`config.mk`:
```
export PLATFORM = sky130hd
export DESIGN_NAME = sha1_message_digest
export DESIGN_NICKNAME = d
export VERILOG_FILES = /design/src/rtl/sha1md_pkg.sv /design/src/rtl/sha1md_ram.sv /design/src/rtl/sha1_message_digest.sv
export SDC_FILE = /design/constraint.sdc
export NUM_CORES = 2
export LEC_CHECK = 0
export BUFFER_PORTS_ARGS = -buffer_cell sky130_fd_sc_hd__buf_2
export CORE_ASPECT_RATIO = 2
export CORE_UTILIZATION = 45
export DETAILED_ROUTE_END_ITERATION = 6
export GPL_TIMING_DRIVEN = 0
export HOLD_SLACK_MARGIN = 0.08
export PLACE_DENSITY = 0.62
export SLEW_MARGIN = 5
export SYNTH_ARGS = -nofsm -noshare
export SYNTH_HDL_FRONTEND = slang
export SYNTH_SLANG_ARGS = --single-unit
```
`constraint.sdc`:
```
create_clock -name clock -period 32.3 [get_ports clock]
set_input_delay 6.46 -clock clock [delete_from_list [all_inputs] [get_ports clock]]
set_output_delay 6.46 -clock clock [all_outputs]
set_load 0.02 [all_outputs]
```
`src/rtl/sha1md_pkg.sv`:
```
`timescale 1ns / 1ps
// ----------------------------------------------------------------------------
// sha1md_pkg
// Types, constants and helpers shared by the SHA-1 digest engine files.
// ----------------------------------------------------------------------------
package sha1md_pkg;

   localparam int WORD_W   = 32;
   localparam int BLK_WORDS = 16;
   localparam int NUM_H    = 5;
   localparam int ROUNDS   = 80;

   localparam logic [7:0] PAD_MARK = 8'h80;

   localparam logic [31:0] K_R0 = 32'h5A827999;
   localparam logic [31:0] K_R1 = 32'h6ED9EBA1;
   localparam logic [31:0] K_R2 = 32'h8F1BBCDC;
   localparam logic [31:0] K_R3 = 32'hCA62C1D6;

   // block buffer word slots for the bit length
   localparam logic [3:0] LEN_HI_SLOT = 4'd14;
   localparam logic [3:0] LEN_LO_SLOT = 4'd15;

   typedef logic [31:0] word_type;

   typedef struct packed {
      logic [7:0] msg_byte;
      logic       byte_valid;
      logic       end_of_message;
   } req_type;

   typedef struct packed {
      logic [31:0] digest_word0;
      logic [31:0] digest_word1;
      logic [31:0] digest_word2;
      logic [31:0] digest_word3;
      logic [31:0] digest_word4;
   } rsp_type;

   typedef enum logic [2:0] {
      ST_IDLE,
      ST_PAD,
      ST_LEN_HI,
      ST_LEN_LO,
      ST_ROUND,
      ST_ADD,
      ST_DONE
   } state_type;

   function automatic word_type init_word(input int idx);
      word_type w;
      case (idx)
         0:       w = 32'h67452301;
         1:       w = 32'hEFCDAB89;
         2:       w = 32'h98BADCFE;
         3:       w = 32'h10325476;
         default: w = 32'hC3D2E1F0;
      endcase
      return w;
   endfunction

endpackage

```
`src/rtl/sha1md_ram.sv`:
```
`timescale 1ns / 1ps
// ----------------------------------------------------------------------------
// sha1md_ram
// Generic single write, single read RAM with registered read data.
// ----------------------------------------------------------------------------
module sha1md_ram #(
   parameter int WIDTH = 32,
   parameter int DEPTH = 16
) (
   input  logic                     clock,
   input  logic                     wr_en,
   input  logic [$clog2(DEPTH)-1:0] wr_addr,
   input  logic [WIDTH-1:0]         wr_data,
   input  logic [$clog2(DEPTH)-1:0] rd_addr,
   output logic [WIDTH-1:0]         rd_data
);

   logic [WIDTH-1:0] mem_ff [DEPTH];
   logic [WIDTH-1:0] rd_data_ff;

   always_ff @(posedge clock) begin
      if (wr_en) begin
         mem_ff[wr_addr] <= wr_data;
      end
      rd_data_ff <= mem_ff[rd_addr];
   end

   assign rd_data = rd_data_ff;

endmodule

```
`src/rtl/sha1_message_digest.sv`:
```
`timescale 1ns / 1ps
// ----------------------------------------------------------------------------
// sha1_message_digest
// Streaming SHA-1 engine: one message byte per item, digest per message.
// ----------------------------------------------------------------------------
// Usage:
//  - req_*: one item per handshake, carrying msg_byte, byte_valid and
//    end_of_message. An item with byte_valid low and end_of_message low
//    is taken and does nothing.
//  - rsp_*: one item per message, the five chaining words H0..H4.
//  - Bytes are taken while req_ready is high. Every 64th byte starts the
//    compression, 80 rounds at one round per cycle and then the chaining
//    add, during which req_ready is low.
//  - The block buffer sits in a 16 x 32 RAM; bytes gather in a word register
//    and go to the RAM a word at a time. Rounds 0..15 read the RAM one word
//    ahead, later rounds expand the schedule from a 16-word shift line.
//  - End of message: padding bytes go in one per cycle outside a compression,
//    the padding state then finds the length slot, ST_LEN_HI and ST_LEN_LO
//    write the bit length, then a compression (two if the length does not fit).
//  - The digest sits in an output register. New bytes are taken while it
//    waits; only the next digest waits for rsp_ready.
//  - Reset: initial chaining values, empty buffer, zero length, no result.
// ----------------------------------------------------------------------------
module sha1_message_digest (
   input  logic                clock,
   input  logic                reset,
   input  logic                req_valid,
   output logic                req_ready,
   input  sha1md_pkg::req_type req_data,
   output logic                rsp_valid,
   input  logic                rsp_ready,
   output sha1md_pkg::rsp_type rsp_data
);
   import sha1md_pkg::*;

   state_type   state_ff, state_in;
   logic [5:0]  fill_ff, fill_in;          // bytes held in the block
   word_type    word_ff, word_in;          // partial word being gathered
   logic [63:0] bits_ff, bits_in;          // message length in bits
   logic        fin_ff, fin_in;            // padding still to run
   logic        mark_ff, mark_in;          // 0x80 not yet placed
   logic        last_ff, last_in;          // block in flight is the final one
   logic [6:0]  round_ff, round_in;
   word_type    h_ff [NUM_H];
   word_type    h_in [NUM_H];
   word_type    rv_ff [NUM_H];
   word_type    rv_in [NUM_H];
   word_type    sched_ff [BLK_WORDS];      // [0] oldest, W[t-16]
   word_type    sched_in [BLK_WORDS];
   logic        rsp_valid_ff, rsp_valid_in;
   rsp_type     rsp_data_ff, rsp_data_in;

   // RAM
   logic        ram_we;
   logic [3:0]  ram_waddr;
   word_type    ram_wdata;
   logic [3:0]  ram_raddr;
   word_type    ram_rdata;

   // byte insertion
   logic [7:0]  put_val;
   logic [4:0]  put_sh;
   word_type    word_new;

   // round datapath
   word_type    w_cur;
   word_type    w_exp;
   word_type    f_val;
   word_type    k_val;
   word_type    t_val;

   sha1md_ram #(
      .WIDTH (WORD_W),
      .DEPTH (BLK_WORDS)
   ) u_blk_ram (
      .clock   (clock),
      .wr_en   (ram_we),
      .wr_addr (ram_waddr),
      .wr_data (ram_wdata),
      .rd_addr (ram_raddr),
      .rd_data (ram_rdata)
   );

   // Next word is fetched one round ahead; address 0 is presented on the
   // cycle that starts a block.
   assign ram_raddr = (state_ff == ST_ROUND) ? (round_ff[3:0] + 4'd1) : 4'd0;

   assign put_val  = (state_ff == ST_PAD) ? (mark_ff ? PAD_MARK : 8'h00)
                                          : req_data.msg_byte;
   assign put_sh   = {~fill_ff[1:0], 3'b000};
   assign word_new = (fill_ff[1:0] == 2'd0) ? {put_val, 24'h000000}
                                            : (word_ff | ({24'h000000, put_val} << put_sh));

   // Message schedule and round function
   always_comb begin
      w_exp = sched_ff[13] ^ sched_ff[8] ^ sched_ff[2] ^ sched_ff[0];
      w_exp = {w_exp[30:0], w_exp[31]};
      w_cur = (round_ff < 7'(BLK_WORDS)) ? ram_rdata : w_exp;
      if (round_ff inside {[7'd0:7'd19]}) begin
         f_val = (rv_ff[1] & rv_ff[2]) | (~rv_ff[1] & rv_ff[3]);
         k_val = K_R0;
      end else if (round_ff inside {[7'd20:7'd39]}) begin
         f_val = rv_ff[1] ^ rv_ff[2] ^ rv_ff[3];
         k_val = K_R1;
      end else if (round_ff inside {[7'd40:7'd59]}) begin
         f_val = (rv_ff[1] & rv_ff[2]) | (rv_ff[1] & rv_ff[3]) | (rv_ff[2] & rv_ff[3]);
         k_val = K_R2;
      end else begin
         f_val = rv_ff[1] ^ rv_ff[2] ^ rv_ff[3];
         k_val = K_R3;
      end
      t_val = {rv_ff[0][26:0], rv_ff[0][31:27]} + f_val + rv_ff[4] + k_val + w_cur;
   end

   assign req_ready = (state_ff == ST_IDLE);
   assign rsp_valid = rsp_valid_ff;
   assign rsp_data  = rsp_data_ff;

   always_comb begin
      state_in     = state_ff;
      fill_in      = fill_ff;
      word_in      = word_ff;
      bits_in      = bits_ff;
      fin_in       = fin_ff;
      mark_in      = mark_ff;
      last_in      = last_ff;
      round_in     = round_ff;
      h_in         = h_ff;
      rv_in        = rv_ff;
      sched_in     = sched_ff;
      rsp_data_in  = rsp_data_ff;
      rsp_valid_in = rsp_valid_ff && !rsp_ready;
      ram_we       = 1'b0;
      ram_waddr    = fill_ff[5:2];
      ram_wdata    = word_new;

      case (state_ff)
         ST_IDLE: begin
            if (req_valid) begin
               fin_in  = req_data.end_of_message;
               mark_in = 1'b1;
               if (req_data.byte_valid) begin
                  bits_in = bits_ff + 64'd8;
                  word_in = word_new;
                  fill_in = fill_ff + 6'd1;
                  ram_we  = (fill_ff[1:0] == 2'd3);
               end
               if (req_data.byte_valid && (fill_ff == 6'd63)) begin
                  rv_in    = h_ff;
                  round_in = '0;
                  state_in = ST_ROUND;
               end else if (req_data.end_of_message) begin
                  state_in = ST_PAD;
               end
            end
         end
         ST_PAD: begin
            if (!mark_ff && (fill_ff == 6'd56)) begin
               state_in = ST_LEN_HI;
            end else begin
               mark_in = 1'b0;
               word_in = word_new;
               fill_in = fill_ff + 6'd1;
               ram_we  = (fill_ff[1:0] == 2'd3);
               if (fill_ff == 6'd63) begin
                  rv_in    = h_ff;
                  round_in = '0;
                  state_in = ST_ROUND;
               end
            end
         end
         ST_LEN_HI: begin
            ram_we    = 1'b1;
            ram_waddr = LEN_HI_SLOT;
            ram_wdata = bits_ff[63:32];
            state_in  = ST_LEN_LO;
         end
         ST_LEN_LO: begin
            ram_we    = 1'b1;
            ram_waddr = LEN_LO_SLOT;
            ram_wdata = bits_ff[31:0];
            last_in   = 1'b1;
            rv_in     = h_ff;
            round_in  = '0;
            state_in  = ST_ROUND;
         end
         ST_ROUND: begin
            for (int i = 0; i < BLK_WORDS - 1; i++) begin
               sched_in[i] = sched_ff[i+1];
            end
            sched_in[BLK_WORDS-1] = w_cur;
            rv_in[4] = rv_ff[3];
            rv_in[3] = rv_ff[2];
            rv_in[2] = {rv_ff[1][1:0], rv_ff[1][31:2]};
            rv_in[1] = rv_ff[0];
            rv_in[0] = t_val;
            round_in = round_ff + 7'd1;
            if (round_ff == 7'(ROUNDS - 1)) begin
               state_in = ST_ADD;
            end
         end
         ST_ADD: begin
            for (int i = 0; i < NUM_H; i++) begin
               h_in[i] = h_ff[i] + rv_ff[i];
            end
            if (last_ff) begin
               state_in = ST_DONE;
            end else if (fin_ff) begin
               state_in = ST_PAD;
            end else begin
               state_in = ST_IDLE;
            end
         end
         ST_DONE: begin
            if (!rsp_valid_ff || rsp_ready) begin
               rsp_valid_in             = 1'b1;
               rsp_data_in.digest_word0 = h_ff[0];
               rsp_data_in.digest_word1 = h_ff[1];
               rsp_data_in.digest_word2 = h_ff[2];
               rsp_data_in.digest_word3 = h_ff[3];
               rsp_data_in.digest_word4 = h_ff[4];
               for (int i = 0; i < NUM_H; i++) begin
                  h_in[i] = init_word(i);
               end
               fill_in  = '0;
               bits_in  = '0;
               fin_in   = 1'b0;
               last_in  = 1'b0;
               state_in = ST_IDLE;
            end
         end
         default: begin
            state_in = ST_IDLE;
         end
      endcase
   end

   always_ff @(posedge clock) begin
      if (reset) begin
         state_ff     <= ST_IDLE;
         fill_ff      <= '0;
         bits_ff      <= '0;
         fin_ff       <= 1'b0;
         mark_ff      <= 1'b0;
         last_ff      <= 1'b0;
         round_ff     <= '0;
         rsp_valid_ff <= 1'b0;
         for (int i = 0; i < NUM_H; i++) begin
            h_ff[i] <= init_word(i);
         end
      end else begin
         state_ff     <= state_in;
         fill_ff      <= fill_in;
         bits_ff      <= bits_in;
         fin_ff       <= fin_in;
         mark_ff      <= mark_in;
         last_ff      <= last_in;
         round_ff     <= round_in;
         rsp_valid_ff <= rsp_valid_in;
         h_ff         <= h_in;
      end
   end

   // payload only, no reset
   always_ff @(posedge clock) begin
      word_ff     <= word_in;
      rv_ff       <= rv_in;
      sched_ff    <= sched_in;
      rsp_data_ff <= rsp_data_in;
   end

endmodule

```
==> impl_metrics.ini <==
[outcome]
status = finished with violations
violations = DRC, capacitance limit, slew limit

[sta]
tightest_slew_ns = 1.60
period_needed_ns = 8.96
tns_ns = 0
finalSetupViolations = 0
slew_viol_final = 11
finalCritPeriodShare_pct = 27.7
fmax_mhz = 112
clock_skew_ns = 0.0787
rsz0062_at_grt = false
relSlewSlack_pct = -6.97
hold_violations = 0

[logic_synthesis]
synth_warnings = 0
ys_seq_elements = 1649
syn_inst = 5797
synthTopCellsByArea = edfxtp_1 57%, dfxtp_1 7.5%, nand2_1 4.5%
ys_types = 94
syn-cell-area_um2 = 72800
synthArstFlopShare_pct = 0
syn_avg_cell_area_um2 = 12.6
yosys.area.top_type = edfxtp_1
yosysSeqAreaShare_pct = 64.3
synth_commonest_cells = 1376 x edfxtp_1, 873 x nand2_1, 322 x nor2_1
synth_edf_count = 1376
synthFlopType = edfxtp_1
synth_most_common_cell = edfxtp_1
synth_nets = 6135
netlist.area_leader.share_pct = 56.8

[place]
gp_congestion = 0.942
place_area_um2 = 77400
dp_hpwl_um = 179000
port_buffers = 174

[worst_setup_path]
crit_family = buffers and inverters
r2r-start = round_ff[0]
cp.depth = 11
endpoint_kind = flop
cp.arrival_ns = 9.68
r2r.worst_path.cells = 24
critical-path-max-stage-delay_ns = 0.83
r2r_setup_slack_ns = 24.04
rr_endpoint = rv_ff[157]
crit_path_cell_trace = buf_2 -> nand2b_1 -> nand2_1 -> inv_1 -> nor2_2 -> buf_8 -> nand2_1 -> clkbuf_1 -> clkbuf_1 -> nor2_1 -> a21oi_1
crit_path_end = h_ff[126]
crit_buf_inv = 5
startpoint = rsp_ready
worstSetupPathType = input port to flop
crit_slowest_cell = clkbuf_1
critPathLaunchType = input port
cp_data_required_time_ns = 33.02
cp_max_fo = 10

[route]
drt_iter0_markers = 3967
wirelength_um = 240000
wl_per_cell_um = 28.6
num_vias = 48700
vias_per_cell = 5.81
drtAntennaViolNets = 0
dr.pass1.iters = 7
drc = 2

[global_routing]
grtUsageTotal_pct = 29.3
grt_first_pass_wirelength_um = 340000
antenna_found_initial = 6
grt_pass1_vias = 49000
overflow = 0
grt_max_degree = 93

[min_path]
hold_class = flop to flop

[clocking]
clk_pin_slew_ns = 0.07
hold_buffers = 0
clk_latency_ns = 0.86
cts_made_buffers = 154
cts_max_path_buffers = 4
cts.sinks = 1649
post_cts_resized = 0
postCtsSetupBuffers = 0
htree_levels = 4
cts_tree = done
cts_root_buf = clkbuf_16

[floorplan]
die-area_um2 = 163000
ioPinCount = 176
initial_core_util_pct = 45.3
die_y_um = 571
core_um2 = 161000
rows = 208
fp.dieW_um = 286

[power_and_ir_drop]
power_density_nw_per_um2 = 68.2
p_leak_nw = 29.4
ir_drop_mv = 0.0474

[layout]
final_area_um2 = 82400
utilization_pct = 51.3
final_layout_size_suffix_gt1_share_pct = 8.59
syn2layout_area_growth_pct = 13.2
nFillCells = 13900
fin_nets = 6511

[run]
drv_cap = 1
-- registers in the layout (all words and copies together), names as in the netlist --
register           flops
bits_ff               61
fill_ff                6
fin_ff                 1
h_ff                 160
last_ff                1
mark_ff                1
round_ff               7
rsp_data             160
rsp_valid              1
rv_ff                160
sched_ff             512
state_ff               3
u_blk_ram.mem_ff     512
u_blk_ram.rd_data     32
word_ff               32
-- logic make-up after synthesis --
logic type,count (synthesis),synth area share (%)
buffers and inverters,548,2.84
AOI/OAI and AO/OA,1180,10.6
and+or+nand+nor,1671,10.1
muxes,132,1.82
adders and majority gates,324,6.86
xor gates and xnor gates,293,3.53
DFF,1649,64.3
-- per-stage QoR --
stage | worst slack, ns | hold slack (ns) | instances | total power, W
global route | 23.24 | 0.378 | 8388 | 0.00582
floorplan | 16.15 | 0.400 | 5797 | 0.00340
detailed placement | 22.51 | 0.405 | 8116 | 0.00378
CTS | 23.31 | 0.376 | 8386 | 0.00564
global placement | 9.91 | 0.401 | 8071 | 0.00382
finish | 23.34 | 0.387 | 8389 | 0.00562
-- cell usage in the layout, fill, tap and decap left out, drive strengths merged, types with 20 or more instances in the layout --
cell type / synthesis / layout
edfxtp: 1376 / 1376
nand2: 874 / 874
clkbuf: 198 / 381
nor2: 326 / 326
inv: 305 / 314
o21ai: 305 / 305
dfxtp: 273 / 273
a21oi: 264 / 264
buf: 44 / 263
xnor2: 199 / 199
ha: 199 / 199
nand3: 140 / 140
mux2i: 127 / 127
fa: 125 / 125
a311oi: 104 / 104
xor2: 94 / 94
a211oi: 82 / 82
a21o: 71 / 71
a31oi: 69 / 69
and2: 62 / 62
nor3: 61 / 61
clkinv: 1 / 53
o21a: 43 / 43
nor2b: 42 / 42
and3: 32 / 32
o22ai: 30 / 30
or3: 30 / 30
nand4: 30 / 30
nand2b: 27 / 27
o21bai: 23 / 23
o31ai: 21 / 21
a221oi: 21 / 21
a22oi: 20 / 20
-- routing by layer --
metal  GRT usage, %  up-vias  wire [um]
met4           26.2        4      24900
met2           51.0     1969     120000
met5              0        -         22
met3           3.98      777      13000
met1           30.9    24100      81300
li1               -    21800          -
-- cell type report --
cell class	instances	area, um2	area share (%)
clock buffers	182	4080	4.95
repair buffers	220	1770	2.15
diodes	2	5.00	0.00607
inverters	306	1160	1.40
clock inverters	88	945	1.15
multi-input cells	3600	24100	29.3
well taps	2100	2630	3.19
plain buffers	242	925	1.12
flip-flops and latches	1649	46800	56.8
-- worst min-delay path by stage --
| stage | startpoint | slack (ns) | to | cells past startpoint |
|---|---|---|---|---|
| floorplan | sched_ff[96] | 0.40 | sched_ff[128] | 0 |
| global placement | sched_ff[20] | 0.40 | sched_ff[52] | 0 |
| detailed placement | sched_ff[115] | 0.40 | sched_ff[147] | 0 |
| CTS | sched_ff[319] | 0.38 | sched_ff[351] | 0 |
| global route | sched_ff[202] | 0.38 | sched_ff[234] | 0 |
| finish | sched_ff[319] | 0.39 | sched_ff[351] | 0 |
-- where the power goes --
group	internal [W]	switching [W]
clock network	0.00104	0.000823
registers	0.00251	0.0000702
logic	0.000396	0.000778
total	0.00395	0.00167
No activity file was read; power rests on OpenSTA's default activity.
